**src/hdl/assert_macros.svh**
```systemverilog
// Assertion helpers used by the top-level normalizer RTL file.
`ifndef ASSERT_MACROS_SVH
`define ASSERT_MACROS_SVH

// The condition implies the expression in the same cycle.
`define USN_ASSERT_IMPLY(label, clk, rst, cond, expr, msg) \
   label: assert property (@(posedge clk) disable iff (rst) (cond) |-> (expr)) \
      else $error(msg);

// The condition implies the expression in the next cycle.
`define USN_ASSERT_NEXT(label, clk, rst, cond, expr, msg) \
   label: assert property (@(posedge clk) disable iff (rst) (cond) |=> (expr)) \
      else $error(msg);

`endif

```
**src/hdl/usn_pkg.sv**
```systemverilog
`timescale 1ns / 1ps
`default_nettype none

package usn_pkg;

   localparam int QueueDepth = 4;
   localparam int EntryMax   = 3;
   localparam int BurstMax   = 6;
   localparam int ResultCap  = 6;

   localparam logic [7:0] SeqByte0  = 8'hE2;
   localparam logic [7:0] SeqByte1  = 8'h96;
   localparam logic [7:0] SeqByte2  = 8'h81;
   localparam logic [7:0] SpaceByte = 8'h20;

   typedef struct packed {
      logic [7:0] in_byte;
      logic       text_end;
   } req_payload_type;

   typedef struct packed {
      logic [7:0] out_byte;
      logic       byte_valid;
      logic       end_of_text;
   } rsp_payload_type;

   typedef struct packed {
      logic [EntryMax-1:0][7:0] data;
      logic [1:0]               count;
      logic                     text_end;
   } dec_entry_type;

   typedef struct packed {
      logic [BurstMax-1:0][7:0] data;
      logic [2:0]               count;
      logic                     bare;
      logic                     eot;
   } burst_type;

endpackage

`default_nettype wire

```
**src/hdl/usn_fifo.sv**
```systemverilog
`timescale 1ns / 1ps
`default_nettype none

module usn_fifo #(
   parameter int Depth = usn_pkg::QueueDepth
) (
   input  logic                   clock,
   input  logic                   reset,
   input  logic                   push,
   input  usn_pkg::dec_entry_type push_data,
   output logic                   full,
   input  logic                   pop,
   output usn_pkg::dec_entry_type pop_data,
   output logic                   not_empty
);
   import usn_pkg::*;

   localparam int PtrW = (Depth > 1) ? $clog2(Depth) : 1;
   localparam int CntW = $clog2(Depth + 1);

   dec_entry_type   slot_ff [Depth];
   logic [PtrW-1:0] wr_ptr_ff;
   logic [PtrW-1:0] wr_ptr_in;
   logic [PtrW-1:0] rd_ptr_ff;
   logic [PtrW-1:0] rd_ptr_in;
   logic [CntW-1:0] count_ff;
   logic [CntW-1:0] count_in;

   assign full      = count_ff == CntW'(Depth);
   assign not_empty = count_ff != '0;
   assign pop_data  = slot_ff[rd_ptr_ff];

   always_comb begin
      wr_ptr_in = wr_ptr_ff;
      rd_ptr_in = rd_ptr_ff;
      count_in  = count_ff;
      if (push) begin
         wr_ptr_in = (wr_ptr_ff == PtrW'(Depth - 1)) ? '0 : wr_ptr_ff + 1'b1;
      end
      if (pop) begin
         rd_ptr_in = (rd_ptr_ff == PtrW'(Depth - 1)) ? '0 : rd_ptr_ff + 1'b1;
      end
      if (push && !pop) begin
         count_in = count_ff + 1'b1;
      end else if (pop && !push) begin
         count_in = count_ff - 1'b1;
      end
   end

   always_ff @(posedge clock) begin
      if (reset) begin
         wr_ptr_ff <= '0;
         rd_ptr_ff <= '0;
         count_ff  <= '0;
      end else begin
         wr_ptr_ff <= wr_ptr_in;
         rd_ptr_ff <= rd_ptr_in;
         count_ff  <= count_in;
      end
   end

   always_ff @(posedge clock) begin
      if (push) begin
         slot_ff[wr_ptr_ff] <= push_data;
      end
   end

endmodule

`default_nettype wire

```
**config.mk**
```make
export PLATFORM = sky130hd
export DESIGN_NAME = usn_fifo
export DESIGN_NICKNAME = d
export VERILOG_FILES = /design/src/hdl/assert_macros.svh /design/src/hdl/usn_pkg.sv /design/src/hdl/usn_fifo.sv
export SDC_FILE = /design/constraint.sdc
export NUM_CORES = 1
export LEC_CHECK = 0
export ABC_CLOCK_PERIOD_IN_PS = 1610
export BUFFER_PORTS_ARGS = -buffer_cell sky130_fd_sc_hd__buf_2
export CAP_MARGIN = 10
export CORE_UTILIZATION = 51
export CTS_CLUSTER_DIAMETER = 80
export DETAILED_ROUTE_END_ITERATION = 6
export PLACE_DENSITY = 0.83
export SLEW_MARGIN = 20
export SYNTH_ARGS = -nofsm -noshare
export SYNTH_HDL_FRONTEND = slang
export SYNTH_SLANG_ARGS = --single-unit
```
**constraint.sdc**
```tcl
create_clock -name clock -period 1.61 [get_ports clock]
set_clock_uncertainty 0.15 [all_clocks]
set_input_delay 0.322 -clock clock [delete_from_list [all_inputs] [get_ports clock]]
set_output_delay 0.322 -clock clock [all_outputs]
set_load 0.05 [all_outputs]
```
== Yosys cells after proc, flatten, opt, wreduce, memory -nomap -nowiden ==
Memory sizes are Yosys's and may differ from the RTL's. A register that Yosys moved wholly into a read port is not among the register bits.
Index checks and enable logic that the tools add are counted.
W data, S select, Z words.

* Register bits: 7
* Bits in latches: 0
* Word-level logic and storage cells: 25
* Bits of input ports: 31
* Bits in read-only memories: 0
* Memories: 1
* Output and inout port bits: 29
* RAM bits: 108

{| class="wikitable"
|+ Memories
! memory !! words !! width !! rd ports !! clocked after memory_dff !! write ports !! line !! text
|-
| slot_ff || 4 || 27 || 1 || 1 || 1 || usn_fifo.sv:21 || <nowiki>dec_entry_type slot_ff [Depth];</nowiki>
|}

* Div/mod/pow operators: 0
* Reductions and logical operators: 6
* $mul: 0
* Bitwise gates (word level): 0
* Shifts and indexed selects: 0
* Order comparisons: 0
* $add $sub $neg: 4
* Equality and inequality tests: 3
* Mux-type cells: 8

{| class="wikitable"
|+ Operators by type and width
! operator !! count
|-
| $mux W2 || 4
|-
| $mux W3 || 2
|-
| $add A2 B1 Y2 const B || 2
|-
| $eq A2 B2 Y1 const B || 2
|-
| $add A3 B1 Y3 const B || 1
|-
| $eq A3 B3 Y1 const B || 1
|-
| $reduce_bool A3 Y1 || 1
|-
| $sub A3 B1 Y3 const B || 1
|-
| $logic_and A1 B1 Y1 || 2
|-
| $logic_not A1 Y1 || 2
|-
| $mux W1 || 2
|-
| $reduce_bool A2 Y1 || 1
|}

== Longest topological paths before layout ==
* Word-level depth: 4
* Gate-level depth with buffers: 7
* Depth with buffers taken out: 7

== Worst setup path after synthesis ==
Ideal clock, no wire load.

* Path kind: flip-flop to output port
* Start: register count_ff[1]
* End: output port full
* Buffers on the path: 0
* Data required time: 1,138 ps
* Slack: -359 ps
* Arrival: 1,497 ps
* Cell stages (with the launch flop): 2
* Path through: dfxtp_1 > nor3b_1

* Word-level cells in the longest chain between the ends: 1

{| class="wikitable"
|+ RTL lines
! element !! line !! text
|-
| start: declaration || usn_fifo.sv:26 || <nowiki>logic [CntW-1:0] count_ff;</nowiki>
|-
| start signal: assignment || usn_fifo.sv:58 || <nowiki>count_ff <= count_in;</nowiki>
|-
| $eq A3 B3 Y1 || usn_fifo.sv:29 || <nowiki>assign full = count_ff == CntW'(Depth);</nowiki>
|-
| end: declaration || usn_fifo.sv:11 || <nowiki>output logic full,</nowiki>
|}

No other way between the ends.

==> summary.md <==
| Metric | Value |
|---|---|
| Status | `finished, violations left` |
| Failing checks | `negative setup slack` |
| All-Layer GR Usage | `19.6%` |
| Vias | `2,198` |
| Post-synthesis cell type count | `18` |
| Mean Syn Cell Area | `approximately 24 µm²` |
| Via density | `roughly 5.2` |
| Post-DRT Antenna Nets | `0` |
| Worst vdd ir | `~0.0011 V` |
| Post-layout total power | `8.67 mW` |
| CP required | `around 1.1 ns` |
| GRT overflow | `0` |
| CP startpoint kind | `flip-flop` |
| Syn Nets | `between 200 and 250` |
| EDFF count, synth | `around 110` |
| Num CTS Buffers | `17` |
| Yosys warns | `0` |
| F_max | `442 MHz` |
| Reg clk slew, reported paths | `0.05 ns` |
| Period minus WS final | `2.26 ns` |
| DRC errors left | `0` |
| Largest net degree at the start of global routing | `20` |
| CTS tree | `yes` |
| Antenna cells | `0` |
| First-pass GRT wire length | `between 10,000 and 15,000 µm` |
| Synth cell count leaders | `edfxtp_1, mux4_2, dfxtp_1, mux4_1, nor2_1` |
| CP Data Arrival Time | `1.79 ns` |
| Synthesized flop and latch total | `roughly 120` |
| Clock Tree Root | `clkbuf_8` |
| Die Footprint | `8970 µm²` |
| CP Capture Type | `primary output` |
| Deepest clock path buffer count | `2` |
| Max-capacitance violation count | `0` |
| Initial antenna violation count | `0` |
| Placed Cells incl. Taps | `360` |
| Mapped Area | `4390 µm²` |
| CORE AREA | `8260 µm²` |
| Final Max Tran Viols | `0` |
| # rows | `33` |
| CP max FO | `7` |
| WHS | `0.114 ns` |
| Asr flop ratio synth | `0%` |
| Layout fillers | `a little under 500` |
| Hold Fails Final Rpt | `0` |
| CTS HTree Levels | `4` |
| Top-count cell post-synth | `edfxtp_1` |
| Final net count | `roughly 340` |
| Fin cells | `422` |
| Syn Inst Count | `185` |
| Detailed Route Iter0 Violations | `107` |
| Worst-Margin Slew | `0.279 ns` |
| Register Area | `3440 µm²` |
| Worst skew pair latency | `~0.50 ns` |
| Cell taking the most area after synthesis | `edfxtp_1` |
| DR WL/cell | `about 18 µm` |
| CTS Sinks | `between 100 and 150` |
| IO buf count | `59` |
| Drt pass-1 iters | `5` |
| Synth Flop Type | `edfxtp_1` |
| Area contributors post-synth | `edfxtp_1, mux4_2, mux4_1` |
| Multi-input logic area | `885 µm²` |
| Final period util | `140%` |
| Final core utilization | `between 70 and 80%` |
| Num ports | `60` |
| Slew Limit Headroom | `81.4%` |
| Share of the synthesized area in the top cell type | `74.0%` |
| Layout cells sized above 1 | `a little under half` |
| Unrepaired setup endpoints after global routing | `true` |
| Hold Path Class | `in -> reg` |
| Layout area overhead | `39.8%` |
| Starting density of the core | `53.1%` |
| Leakage power of the design | `between 2 and 2.5 nW` |
| Pwr dens | `1410 nW/µm²` |
| Final Setup Violations | `30` |
| Hpwl dp | `4730 µm` |
| Seq/Total Area, Yosys | `between 70% and 80%` |
| Vias in the first global route | `2,389` |
| WS Path Type | `reg -> out` |
| Drt total wl | `7740 µm` |
| RD Place Congestion | `0.699` |
| Die Width | `about 95 µm` |
| Die H | `94.7 µm` |
| Fin worst setup slack | `-0.651 ns` |
[sequential cells by signal, summed over array words and instances (netlist names), named ones only]
name	count
slot_ff	108
wr_ptr_ff	2
rd_ptr_ff	2
count_ff	3
[where the power goes]
| group | switching [mW] | total, mW | leakage [nW] | internal, mW |
|---|---|---|---|---|
| clock network | 1.25 | 3.90 | 0.304 | 2.65 |
| logic | 0.684 | 1.23 | 0.838 | 0.545 |
| registers | 0.0583 | 3.54 | 1.07 | 3.48 |
[per-stage QoR]
step                setup WS [ns]  cell area (µm²)  setup TNS, ns
finish                     -0.651             6130         -17.16
CTS                        -0.702             6130         -18.29
detailed placement         -0.225             5000          -4.57
global placement           -0.197             5000          -4.28
global route               -0.728             6130         -19.28
floorplan                  -0.115             4410          -3.04
[layout by cell type, fill, tap and decap left out, types with 2 or more instances in the layout]
cell type / instances
mux2i_1: 4
inv_1: 2
buf_12: 8
ha_1: 5
buf_6: 28
clkinv_2: 3
edfxtp_1: 108
buf_8: 3
xor2_1: 2
dfxtp_1: 5
dlygate4sd3_1: 28
clkbuf_16: 16
bufinv_16: 5
buf_2: 30
and2_2: 4
clkinv_4: 2
buf_4: 8
dfxtp_4: 3
a21oi_1: 2
nor2_1: 7
mux4_2: 27
clkinv_1: 3
[cell families (layout without fill, tap and decap cells)]
family	count (synthesis)	after routing	synth area share (%)
AOI/OAI and AO/OA	3	3	0.342
xor gates and xnor gates	2	2	0.400
adders and majority gates	7	7	2.17
buffers and inverters	10	142	1.85
DFF	117	117	78.1
muxes	31	31	15.4
and+or+nand+nor	15	15	1.80
[cell type report]
type                            instances  share of cell area (%)
Clock buffer                           17                    6.75
Clock inverter                         15                    3.43
Inverter                                4                   0.286
Multi-Input combinational cell         58                    14.4
Sequential cell                       117                    56.0
Tap cell                              105                    2.14
Timing Repair Buffer                  106                    16.9
[timing repair]
item,CTS,global route
hold buffers,28,0
gates cloned,1,0
setup buffers,1,0
pin swaps,2,2
hold endpoints to repair,117,0
endpoints found under the setup margin,29,30
resized for setup,77,1
[layer usage]
layer / GRT usage (%) / vias to the layer above / routed length (µm)
met5: 0 / - / 0
met4: 7.20 / 0 / 62
met3: 6.60 / 9 / 293
met2: 32.4 / 61 / 4090
met1: 24.0 / 1115 / 3300
li1: - / 1013 / -
[path summary, 6_finish.rpt]
check | start | endpoint | slack [ns] | depth (start not counted)
max reg2reg | count_ff[0] | count_ff[2] | -0.02 | 5
min | push | wr_ptr_ff[0] | 0.11 | 4
max | flip-flop | pop_data[19] | -0.65 | 3
min reg2reg | count_ff[2] | count_ff[2] | 0.35 | 2
[critical path, cell delays in order (launching register included)]
cell and delay [ns]:
dfxtp_4 0.42, buf_12 0.16, mux4_2 0.53, buf_6 0.18
(Power assumes the default switching activity.)
