### config.mk
export PLATFORM = sky130hd
export DESIGN_NAME = usn_emit_flat
export DESIGN_NICKNAME = d
export VERILOG_FILES = /design/src/hdl/assert_macros.svh /design/src/hdl/usn_pkg.sv /design/src/hdl/usn_stream_if.sv /design/src/hdl/usn_emit.sv /design/src/flat_wrapper.sv
export SDC_FILE = /design/constraint.sdc
export NUM_CORES = 1
export LEC_CHECK = 0
export ABC_AREA = 1
export ABC_CLOCK_PERIOD_IN_PS = 3600
export BUFFER_PORTS_ARGS = -buffer_cell sky130_fd_sc_hd__buf_4
export CELL_PAD_IN_SITES_DETAIL_PLACEMENT = 2
export CELL_PAD_IN_SITES_GLOBAL_PLACEMENT = 2
export CORE_MARGIN = 1
export CORE_UTILIZATION = 13
export CTS_CLUSTER_SIZE = 20
export DETAILED_ROUTE_END_ITERATION = 16
export PLACE_DENSITY_LB_ADDON = 0.1
export SLEW_MARGIN = 15
export SYNTH_ARGS = -nofsm -noshare
export SYNTH_HDL_FRONTEND = slang
export SYNTH_SLANG_ARGS = --single-unit
### constraint.sdc
create_clock -name clock -period 3.6 [get_ports clock]
set_input_delay 0.36 -clock clock [delete_from_list [all_inputs] [get_ports clock]]
set_output_delay 0.36 -clock clock [all_outputs]
set_load 0.005 [all_outputs]
### src/hdl/assert_macros.svh
// Assertion helpers used by the top-level normalizer RTL file.
`ifndef ASSERT_MACROS_SVH
`define ASSERT_MACROS_SVH

// The condition implies the expression in the same cycle.
`define USN_ASSERT_IMPLY(label, clk, rst, cond, expr, msg) \
   label: assert property (@(posedge clk) disable iff (rst) (cond) |-> (expr)) \
      else $error(msg);

// The condition implies the expression in the next cycle.
`define USN_ASSERT_NEXT(label, clk, rst, cond, expr, msg) \
   label: assert property (@(posedge clk) disable iff (rst) (cond) |=> (expr)) \
      else $error(msg);

`endif

### src/hdl/usn_pkg.sv
`timescale 1ns / 1ps
`default_nettype none

package usn_pkg;

   localparam int QueueDepth = 4;
   localparam int EntryMax   = 3;
   localparam int BurstMax   = 6;
   localparam int ResultCap  = 6;

   localparam logic [7:0] SeqByte0  = 8'hE2;
   localparam logic [7:0] SeqByte1  = 8'h96;
   localparam logic [7:0] SeqByte2  = 8'h81;
   localparam logic [7:0] SpaceByte = 8'h20;

   typedef struct packed {
      logic [7:0] in_byte;
      logic       text_end;
   } req_payload_type;

   typedef struct packed {
      logic [7:0] out_byte;
      logic       byte_valid;
      logic       end_of_text;
   } rsp_payload_type;

   typedef struct packed {
      logic [EntryMax-1:0][7:0] data;
      logic [1:0]               count;
      logic                     text_end;
   } dec_entry_type;

   typedef struct packed {
      logic [BurstMax-1:0][7:0] data;
      logic [2:0]               count;
      logic                     bare;
      logic                     eot;
   } burst_type;

endpackage

`default_nettype wire

### src/hdl/usn_stream_if.sv
`timescale 1ns / 1ps
`default_nettype none

interface usn_stream_if #(parameter type payload_type = logic) ();
   logic        valid;
   logic        ready;
   payload_type payload;

   modport source (output valid, output payload, input ready);
   modport sink (input valid, input payload, output ready);
endinterface

`default_nettype wire

### src/hdl/usn_emit.sv
`timescale 1ns / 1ps
`default_nettype none

module usn_emit (
   input  logic               clock,
   input  logic               reset,
   input  logic               burst_valid,
   input  usn_pkg::burst_type burst,
   output logic               emit_free,
   usn_stream_if.source       rsp_chan
);
   import usn_pkg::*;

   burst_type       hold_ff;
   logic            hold_valid_ff;
   logic [2:0]      idx_ff;
   logic            last_idx;
   logic            taken;
   rsp_payload_type payload;

   assign last_idx       = idx_ff == (hold_ff.count - 3'd1);
   assign taken          = rsp_chan.valid && rsp_chan.ready;
   assign emit_free      = !hold_valid_ff || (rsp_chan.ready && last_idx);
   assign rsp_chan.valid = hold_valid_ff;
   assign rsp_chan.payload = payload;

   always_comb begin
      payload.out_byte    = hold_ff.bare ? 8'h00 : hold_ff.data[idx_ff];
      payload.byte_valid  = !hold_ff.bare;
      payload.end_of_text = hold_ff.eot && last_idx;
   end

   always_ff @(posedge clock) begin
      if (reset) begin
         hold_valid_ff <= 1'b0;
         idx_ff        <= 3'd0;
      end else if (burst_valid) begin
         hold_valid_ff <= 1'b1;
         idx_ff        <= 3'd0;
      end else if (taken) begin
         if (last_idx) begin
            hold_valid_ff <= 1'b0;
         end else begin
            idx_ff <= idx_ff + 3'd1;
         end
      end
   end

   always_ff @(posedge clock) begin
      if (burst_valid) begin
         hold_ff <= burst;
      end
   end

endmodule

`default_nettype wire

### src/flat_wrapper.sv
// flat-port wrapper written by rule: the top's interface ports become plain ports
module usn_emit_flat import usn_pkg::*;
  (clock, reset, burst_valid, burst, emit_free, rsp_chan_valid, rsp_chan_payload, rsp_chan_ready);
  usn_stream_if rsp_chan_i ();
  input  logic clock;
  input  logic reset;
  input  logic burst_valid;
  input  usn_pkg::burst_type burst;
  output logic emit_free;
  output wire logic [$bits(rsp_chan_i.valid)-1:0] rsp_chan_valid;
  output wire logic [$bits(rsp_chan_i.payload)-1:0] rsp_chan_payload;
  input wire logic [$bits(rsp_chan_i.ready)-1:0] rsp_chan_ready;
  assign rsp_chan_valid = rsp_chan_i.valid;
  assign rsp_chan_payload = rsp_chan_i.payload;
  assign rsp_chan_i.ready = rsp_chan_ready;
  usn_emit u_core (.clock(clock), .reset(reset), .burst_valid(burst_valid), .burst(burst), .emit_free(emit_free), .rsp_chan(rsp_chan_i));
endmodule
# [After elaboration in Yosys (flattened, before gate mapping)]
# Index checks and enable logic that the tools add are counted.
[totals] regBits=8 inputBits=57 output_inout_bits=3 word_cells=21
[classes] addsub=2 eq_ne=1 n_mux=3 bitwise_logic=1 reduce_logical=10
[op_table] op="$reduce_and 2->1" count=2
[op_table] op="$reduce_bool 2->1" count=2
[op_table] op="$add 3x1->3 const B" count=1
[op_table] op="$eq 3x3->1" count=1
[op_table] op="$logic_and 1x1->1" count=3
[op_table] op="$mux 1" count=3
[op_table] op="$sub 3x1->3 const B" count=1
[op_table] op="$reduce_or 2->1" count=1
[op_table] op="$logic_not 1->1" count=1
[op_table] op="$logic_or 1x1->1" count=1
[op_table] op="$not 1->1" count=1

# [Longest topological paths before layout]
# Gate-level depths: netlist of run 1.
[logic_depth] depth_word=5 depth_mapped=11 mapped_depth_nobuf=11

# [Worst setup path after synthesis of run 1]
# Ideal clock, no wire load.
[synth_timing] kind="flip-flop to output port" from="reg u_core.hold_ff[2] (netlist name)" to="out rsp_chan_payload" t_arrival_ns=1.132 required_time_ns=3.240 path_slack_ns=2.108 stages_incl_launch_ff=8 n_path_buf=0 path_cell_list="edfxtp_1 > inv_1 > ha_1 > nand2_1 > nand2_1 > nor2_2 > nand2_2 > nor2_1"
[synth_between] elab_chain_cells=3
[synth_rtl] item="start, declared" line="usn_emit.sv:14" rtl="burst_type hold_ff;"
[synth_rtl] item="start signal, assigned" line="usn_emit.sv:51" rtl="hold_ff <= burst;"
[synth_rtl] item="$sub 3x1->3" line="usn_emit.sv:21" rtl="assign last_idx = idx_ff == (hold_ff.count - 3'd1);"
[synth_rtl] item="$eq 3x3->1" line="usn_emit.sv:21"
[synth_rtl] item="$logic_and 1x1->1" line="usn_emit.sv:30" rtl="payload.end_of_text = hold_ff.eot && last_idx;"
[synth_rtl] item="end, declared" line="flat_wrapper.sv:11" rtl="output wire logic [$bits(rsp_chan_i.payload)-1:0] rsp_chan_payload;"
# Every way passes these cells.

# [Worst setup path after layout of run 1]
# Same ends and word-level chain as after synthesis.

==> results of run 1 <==
## state kept, by name (all words and copies together) (netlist names)
signal / flops
u_core.hold_ff: 4
u_core.idx_ff: 3
u_core.rsp_chan.valid: 1
## kinds of logic after synthesis
family,after synthesis,share of synthesized area (%)
compound gates,4,4.88
xor+xnor,2,4.27
flops,8,48.8
simple gates,23,25.0
buf+inv,12,11.0
fa+ha+maj,2,6.10
## per-stage QoR
step / hold slack, ns / worst slack [ns]
global placement: 0.509 / 1.90
global route: 0.262 / 1.45
CTS: 0.261 / 1.60
detailed placement: 0.511 / 1.89
finish: 0.264 / 1.64
floorplan: 0.429 / 2.11
## worst paths after layout
kind	from	slack (ns)	end	cells after the start
max reg2reg	u_core.hold_ff[2]	2.13	u_core.idx_ff[0]	9
max	u_core.hold_ff[2]	1.64	rsp_chan_payload	8
min	reset	0.26	u_core.rsp_chan.valid	2
min reg2reg	u_core.idx_ff[2]	0.51	u_core.idx_ff[2]	2
## cell usage in the layout (no fill, tap or decap), types with 2 or more instances in the layout
cell	count
dfxtp_1	4
ha_1	2
edfxtp_1	4
inv_1	11
nand2_2	3
buf_4	10
nor2_1	2
nand3_1	5
clkbuf_4	3
a21oi_1	4
nand2_1	12
## per-layer routing
metal  GRT usage (%)  up-vias  wire length [µm]
met1            8.84      165               472
met2            10.8        6               464
met3            1.34        2                28
met4            7.14        0                26
li1                -      183                 -
met5               0        -                 0
## area by class of cell
type                       count  area (µm²)  area share [%]
inverter                      12        45.0            7.95
clock buffer                   4        26.3            4.64
sequential                     8         200            35.3
multi-input combinational     31         165            29.1
timing repair buffer          10        75.1            13.2
tap                           44        55.1            9.71
## power by group through the flow
stage | Clock, mW | Combinational, mW | Sequential (mW)
finish | 0.0781 | 0.0346 | 0.103
global route | 0.0865 | 0.0399 | 0.104
CTS | 0.0820 | 0.0360 | 0.104
detailed placement | 0 | 0.0358 | 0.106
global placement | 0 | 0.0352 | 0.106
floorplan | 0 | 0.0196 | 0.105
==> results.ini, run 1 <==
[place]
dp.cells = 105
place_area_um2 = 541
port-buffer-count = 10
hpwlAfterDp_um = 826
gp_congestion = 0.690

[worst_setup_path]
crit_arrival_ns = 1.60
cp_slowest_stage_delay_ns = 0.37
crit_top_cell = nand2_1
cp_max_fo = 5
cp.required_ns = 3.24
start_kind = register
cp-end-kind = output pin
crit_type = reg2out
critPathSlowestCell = edfxtp_1
critPathBufInv = 2
critPathTopFamily = simple AND/OR/NAND/NOR gates
path_cells = inv_1 > ha_1 > nand2_1 > nand2_1 > nor2_2 > nand2_2 > nor2_1 > buf_4

[clock_network]
cts_buffers = 3
cts_max_path_buffers = 2
cts_tree = built
clock_latency_ns = 0.26
post_cts_resized = 0
numClockSinks = 8
ctsHtreeMaxLevel = 1
path_clk_slew_ns = 0.06
cts-hold-fix-buffers = 0
root_buffer = clkbuf_4
cts_setup_buffers = 0

[logic_synthesis]
ys_types = 13
yosysMostFrequentCell = nand2_1
yosys.area.top_type_share_pct = 29.3
yosys-top-cells-area = edfxtp_1 (29%), dfxtp_1 (20%), nand2_1 (11%), inv_1 (10%), ha_1 (6.1%)
synth-seq-cells = 8
yosysTopAreaCell = edfxtp_1
synthCells = 51
ys_warn_count = 0
synth_seq_area_share_pct = 48.8
synth-edff-count = 4
syn_avg_cell_area_um2 = 8.05
synth_ff_type = edfxtp_1
netlist_top_cells_count = nand2_1 (12), inv_1 (11), nand3_1 (5)
synthArstFlopShare_pct = 0
netlist_area_um2 = 410
synth_nets = 110

[global_route]
grt_usage_pct = 7.35
grt_antenna_before_repair = 0
grt_pass1_wl_um = 1730
grt_max_degree = 7
grt_pass1_vias = 407
grt_remaining_overflow = 0

[layout]
n_antenna_cell = 0
fillers = 374
area_growth_pct = 38.1
drive_gt1_share_pct = 27.7
fin_nets = 125
fin_cells = 109
finalInstanceArea_um2 = 567
final_util_pct = 18.7

[detailed_routing]
dr.pass1.iters = 2
ant_nets = 0
drt-wirelength-per-cell_um = 9.09
drt_wl_total_um = 991
drc = 0
vias = 356
vias_per_cell = 3.27
drtIter0Drc = 10

[timing]
fmax_mhz = 510
min_period_ns = 1.96
setup_viol = 0
slew_viol_final = 0
rsz0062_at_grt = no
max_slew_margin_pct = 87.9
final_hold_viol_count = 0
fin_crit_sh_pct = 54.4
clock-skew-final_ns = 0.00134
fin_setup_tns_ns = 0
worst_pin_slew_ns = 0.181

[pwr]
ir_drop_uv = 88.8
pwr-share-clk_pct = 36.1
combinationalPowerShare_pct = 16.0
cellPowerDensity_nw_per_um2 = 381
switching_share_pct = 26.0
p_total_uw = 216
internal_power_uw = 160
sequentialPowerShare_pct = 47.9
power.leakage_nw = 0.257
p_sw_uw = 56.2

[floorplan]
fp.coreArea_um2 = 3030
initial_core_util_pct = 13.6
row_count = 20
dieArea_um2 = 3390
die_w_um = 58.2
die_h_um = 58.2
io_pins = 60

[status]
status = finished clean

[hold_path]
hp-class = in2reg

[job]
drv_cap = 0

Power figures use the tool's default switching activity.
==> inputs of run 2 (changes only) <==
Settings changed: ABC_AREA 1 to 0, ABC_CLOCK_PERIOD_IN_PS 3600 to 1800, CORE_UTILIZATION 13 to 12.
Clock period 3.6 ns to 1.8 ns, I/O delays scaled along.
==> run 2 against run 1 <==
Effect of this change:
- sequential cell count unchanged
- via count up 9.6%
- sequential power up 100%
- combinational power grew to 3.5 times the previous value
- global-route usage about the same
- wire length rose by 19%
- first-iteration DRC count unchanged
- area after synthesis grew 4.6%
- die area up 13%
- hold slack lost 0.17 ns
- critical endpoint unchanged
==> results.ini, run 2 <==
[place]
dp.cells = 97
hpwlAfterDp_um = 886
dp_slack_ns = 0.0657
gp_congestion = 0.641
port-buffer-count = 10

[hold_path]
worstHoldEndpoint = u_core.hold_ff[0]
hp-class = in2reg
holdCritStartpoint = burst[0]
min_path_cells = 1

[floorplan]
row_count = 21
initial_core_util_pct = 12.7
die_h_um = 61.8
die_w_um = 61.8
io_pins = 60
dieArea_um2 = 3820
fp.coreArea_um2 = 3390

[worst_setup_path]
crit_arrival_ns = 1.55
cp.required_ns = 1.62
crit_type = reg2out
reg2reg_depth = 7
start_kind = register
timing.rr.end = u_core.idx_ff[1]
cp_max_fo = 2
cp_slowest_stage_delay_ns = 0.40
critPathSlowestCell = edfxtp_1
reg2reg_slack_ns = 0.16
cp-end-kind = output pin
path_cells = inv_2 > ha_4 > xnor3_2 > and3_4 > and2_4 > buf_6
rr_startpoint = u_core.hold_ff[2]

[detailed_routing]
drtIter0Drc = 10
vias = 390
drc = 0
vias_per_cell = 3.68
drt_wl_total_um = 1180
drt-wirelength-per-cell_um = 11.2
ant_nets = 0
dr.pass1.iters = 4

[logic_synthesis]
ys_warn_count = 0
synth_nets = 98
yosys-top-cells-area = edfxtp_1 (28%), dfxtp_1 (19%), ha_1 (5.8%), xnor3_2 (5.5%), mux2i_1 (4.7%)
syn_avg_cell_area_um2 = 11.0
synth_seq_area_share_pct = 46.6
netlist_top_cells_count = nand2_1 (5), dfxtp_1 (4), edfxtp_1 (4), inv_1 (4)
netlist_area_um2 = 429
synth_ff_type = edfxtp_1
yosysMostFrequentCell = nand2_1
synth-seq-cells = 8
synthArstFlopShare_pct = 0
yosys.area.top_type_share_pct = 28.0
synthCells = 39
ys_types = 21
yosysTopAreaCell = edfxtp_1
synth-edff-count = 4

[layout]
fillers = 385
largest_reg_flops = 4
drive_gt1_share_pct = 50.0
layout_commonest_cell = buf_4
fin_nets = 121
regMostFlops = u_core.hold_ff
fin_cells = 106
final_cell_mix = buf_4 (16), nand2_1 (5), edfxtp_1 (4)
n_antenna_cell = 0
area_growth_pct = 59.8

[timing]
slew_viol_final = 0
clock-skew-final_ns = 0.00903
fin_ws_ns = 0.0736
final_hold_viol_count = 0
max_slew_margin_pct = 81.6
fin_setup_tns_ns = 0
setup_viol = 0
min_period_ns = 1.73
fin_crit_sh_pct = 95.9
worst_pin_slew_ns = 0.276
fmax_mhz = 579

[clock_network]
cts_tree = built
numClockSinks = 8
clock_latency_ns = 0.26
cts_buffers = 3
cts_max_path_buffers = 2
ctsHtreeMaxLevel = 1
root_buffer = clkbuf_4
path_clk_slew_ns = 0.07
cts-hold-fix-buffers = 0

[job]
drv_cap = 0

[status]
status = finished clean

[global_route]
grt_remaining_overflow = 0
grt_pass1_wl_um = 1940
grt_pass1_vias = 387
grt_antenna_before_repair = 0
grt_usage_pct = 7.38
grt_max_degree = 11

[pwr]
cellPowerDensity_nw_per_um2 = 697
ir_drop_uv = 280
p_sw_uw = 126
sequentialPowerShare_pct = 43.5
pwr-share-clk_pct = 30.9
combinationalPowerShare_pct = 25.6
internal_power_uw = 352
switching_share_pct = 26.4
power.leakage_nw = 0.279

## run 2: cell types whose count changed in the layout (fill, tap and decap cells not counted), sizes merged, moves of 2 or more
| cell | change |
|---|---|
| a21oi | -4 |
| mux2i | +2 |
| inv | -8 |
| nand4 | +2 |
| buf | +8 |
| nand2 | -10 |
| nand3 | -5 |
## run 2: stage by stage
stage / hold slack, ns / power, mW / area [µm²] / utilization [%]
after floorplan: 0.248 / 0.247 / 429 / -
after detailed placement: 0.360 / 0.292 / 577 / 17.0
after global routing: 0.0699 / 0.515 / 686 / 20.2
after global placement: 0.359 / 0.293 / 577 / 17.0
final: 0.0910 / 0.478 / 686 / 20.2
after CTS: 0.0805 / 0.461 / 628 / 18.5
## run 2: how the worst max path moves through the flow
stage	startpoint	cells past startpoint	end
global placement	u_core.hold_ff[2]	6	rsp_chan_payload
floorplan	u_core.hold_ff[2]	5	rsp_chan_payload
detailed placement	u_core.hold_ff[2]	6	rsp_chan_payload
global route	u_core.hold_ff[2]	6	rsp_chan_payload
finish	u_core.hold_ff[2]	6	rsp_chan_payload
CTS	u_core.hold_ff[2]	6	rsp_chan_payload
## run 2: timing repair
action                                  CTS  global route
endpoints found under the setup margin    1             2
buffers inserted                          3             3
gates resized for setup                   2             8
pin swaps                                 2             4
## run 2: power groups by stage
stage          Clock, mW  Sequential [mW]  Combinational, mW
3_5_place_dp           0            0.212             0.0806
5_1_grt            0.170            0.209              0.136
6_report           0.148            0.208              0.122
2_1_floorplan          0            0.210             0.0369
3_3_place_gp           0            0.212             0.0812
4_1_cts            0.160            0.207             0.0937
## run 2: cells by family after synthesis
kind of cell / Yosys count / share of synthesized area (%)
xor gates and xnor gates: 3 / 9.62
buffers and inverters: 4 / 3.50
DFF: 8 / 46.6
AOI/OAI and AO/OA: 4 / 8.75
and+or+nand+nor: 16 / 21.0
adders and majority gates: 2 / 5.83
muxes: 2 / 4.66
## run 2: worst max-delay path: cells and delay by family, from the launching register on
| kind | cells | cell delay, ns |
|---|---|---|
| flops | 1 | 0.40 |
| simple gates | 2 | 0.33 |
| xor+xnor | 1 | 0.25 |
| buf+inv | 2 | 0.19 |
| fa+ha+maj | 1 | 0.12 |
## run 2: layer usage
metal	vias up	GRT usage (%)	wire length [µm]
met3	2	3.73	65
li1	185	-	-
met1	191	9.54	546
met5	-	0	0
met2	12	11.4	559
met4	0	0.952	11
## run 2: layout make-up
| type | instances | area (µm²) | area share [%] |
|---|---|---|---|
| Clock buffer | 3 | 22.5 | 3.28 |
| Tap cell | 46 | 57.6 | 8.39 |
| Multi-Input combinational cell | 27 | 246 | 35.9 |
| Inverter | 4 | 15.0 | 2.19 |
| Sequential cell | 8 | 201 | 29.4 |
| Timing Repair Buffer | 18 | 143 | 20.8 |
==> inputs of run 3 (changes only) <==
Settings changed: ABC_CLOCK_PERIOD_IN_PS 1800 to 2000, CORE_UTILIZATION 12 to 15, CTS_BUF_LIST set to sky130_fd_sc_hd__clkbuf_8.
Clock period 1.8 ns to 2 ns, I/O delays scaled along.
==> run 3 against run 2 <==
Effect of this change:
- non-clock buffer count decreased by 7
- die area fell by 19%
- largest cell class unchanged
- sequential share of layout area grew 4.2 points
==> results.ini, run 3 (synthesis results as in run 2) <==
[status]
status = finished clean

[clock_network]
cts-hold-fix-buffers = 0
cts_setup_buffers = 0
ctsHtreeMaxLevel = 1
root_buffer = clkbuf_8
cts_buffers = 3
numClockSinks = 8
cts_tree = built
cts_max_path_buffers = 2
clock_latency_ns = 0.24
post_cts_resized = 0
path_clk_slew_ns = 0.05

[pwr]
cellPowerDensity_nw_per_um2 = 782
ir_drop_uv = 359
p_total_uw = 466
power.leakage_nw = 0.256

[worst_setup_path]
cp_max_fo = 5
crit_start = u_core.hold_ff[2]
crit_end = rsp_chan_payload
reg2reg_depth = 6
crit_arrival_ns = 1.69
timing.rr.end = u_core.idx_ff[0]
reg2reg_slack_ns = 0.33
cp-end-kind = output pin
start_kind = register
rr_startpoint = u_core.hold_ff[2]
crit_type = reg2out
cp.required_ns = 1.80

[timing]
min_period_ns = 1.89
max_slew_margin_pct = 73.2
slew_viol_final = 0
fin_crit_sh_pct = 94.3
fin_ws_ns = 0.114
rsz0062_at_grt = no
clock-skew-final_ns = 0.00276
setup_viol = 0
worst_pin_slew_ns = 0.400
final_hold_viol_count = 0
fin_setup_tns_ns = 0
fmax_mhz = 530

[layout]
n_antenna_cell = 0
final_cell_mix = buf_4 (11), inv_1 (5), nand2_1 (5), edfxtp_1 (4), dfxtp_1 (4)
drive_gt1_share_pct = 31.5
fillers = 312
layout_commonest_cell = buf_4
fin_nets = 114
area_growth_pct = 38.8
regMostFlops = u_core.hold_ff
largest_reg_flops = 4

[detailed_routing]
drt_wl_total_um = 1170
drt-wirelength-per-cell_um = 13.7
vias = 356
dr.pass1.iters = 1
vias_per_cell = 4.19
drtIter0Drc = 0
ant_nets = 0
drc = 0

[global_route]
grt_remaining_overflow = 0
grt_usage_pct = 8.57
grt_antenna_before_repair = 0
grt_max_degree = 11
grt_pass1_vias = 406
grt_pass1_wl_um = 1950

[floorplan]
initial_core_util_pct = 15.7
dieArea_um2 = 3080
fp.coreArea_um2 = 2730
io_pins = 60
die_h_um = 55.5
die_w_um = 55.5
row_count = 19

[hold_path]
hp-class = in2reg
holdCritStartpoint = burst[2]

[place]
gp_congestion = 0.750
port-buffer-count = 10
dp_slack_ns = 0.245
hpwlAfterDp_um = 898

[job]
drv_cap = 0

## run 3: final cells by class
cell class,count,area [µm²],area share (%)
sequential,8,200,33.6
multi-input combinational,27,214,35.9
timing repair buffer,11,82.6,13.9
clock buffer,3,41.3,6.93
clock inverter,1,3.75,0.630
inverter,4,15.0,2.52
tap,31,38.8,6.51
## run 3: stage by stage
step / cell area [µm²] / hold WS (ns) / instances / utilization (%)
6_report: 596 / 0.137 / 85 / 21.8
5_1_grt: 596 / 0.127 / 85 / 21.8
4_1_cts: 596 / 0.130 / 85 / 21.8
3_5_place_dp: 551 / 0.380 / 81 / 20.1
3_3_place_gp: 551 / 0.379 / 81 / 20.1
2_1_floorplan: 429 / 0.268 / 39 / -
## run 3: worst min-delay path by stage
stage	end	slack, ns	cells after the start
after floorplan	u_core.rsp_chan.valid	0.27	1
after global placement	u_core.hold_ff[0]	0.38	1
after detailed placement	u_core.hold_ff[2]	0.38	1
after CTS	u_core.hold_ff[2]	0.13	1
after global routing	u_core.hold_ff[2]	0.13	1
final	u_core.hold_ff[2]	0.14	1
## run 3: critical path, cell delays in order, from the launching register on
cell,delay (ns)
edfxtp_1,0.40
inv_1,0.08
ha_1,0.15
xnor3_2,0.30
and3_1,0.20
and2_2,0.20
buf_4,0.13
## run 3: per-layer routing
layer,up-vias,global-route usage (%),wire [µm]
met5,-,0,0
met4,0,6.43,39
met3,5,2.58,58
met2,10,13.9,557
met1,169,9.33,511
li1,172,-,-
## run 3: power by group
part           switching (mW)  internal [mW]  total [mW]
Sequential            0.00536          0.183       0.188
Combinational          0.0344         0.0343      0.0687
Clock                  0.0752          0.134       0.209
Total                   0.115          0.351       0.466
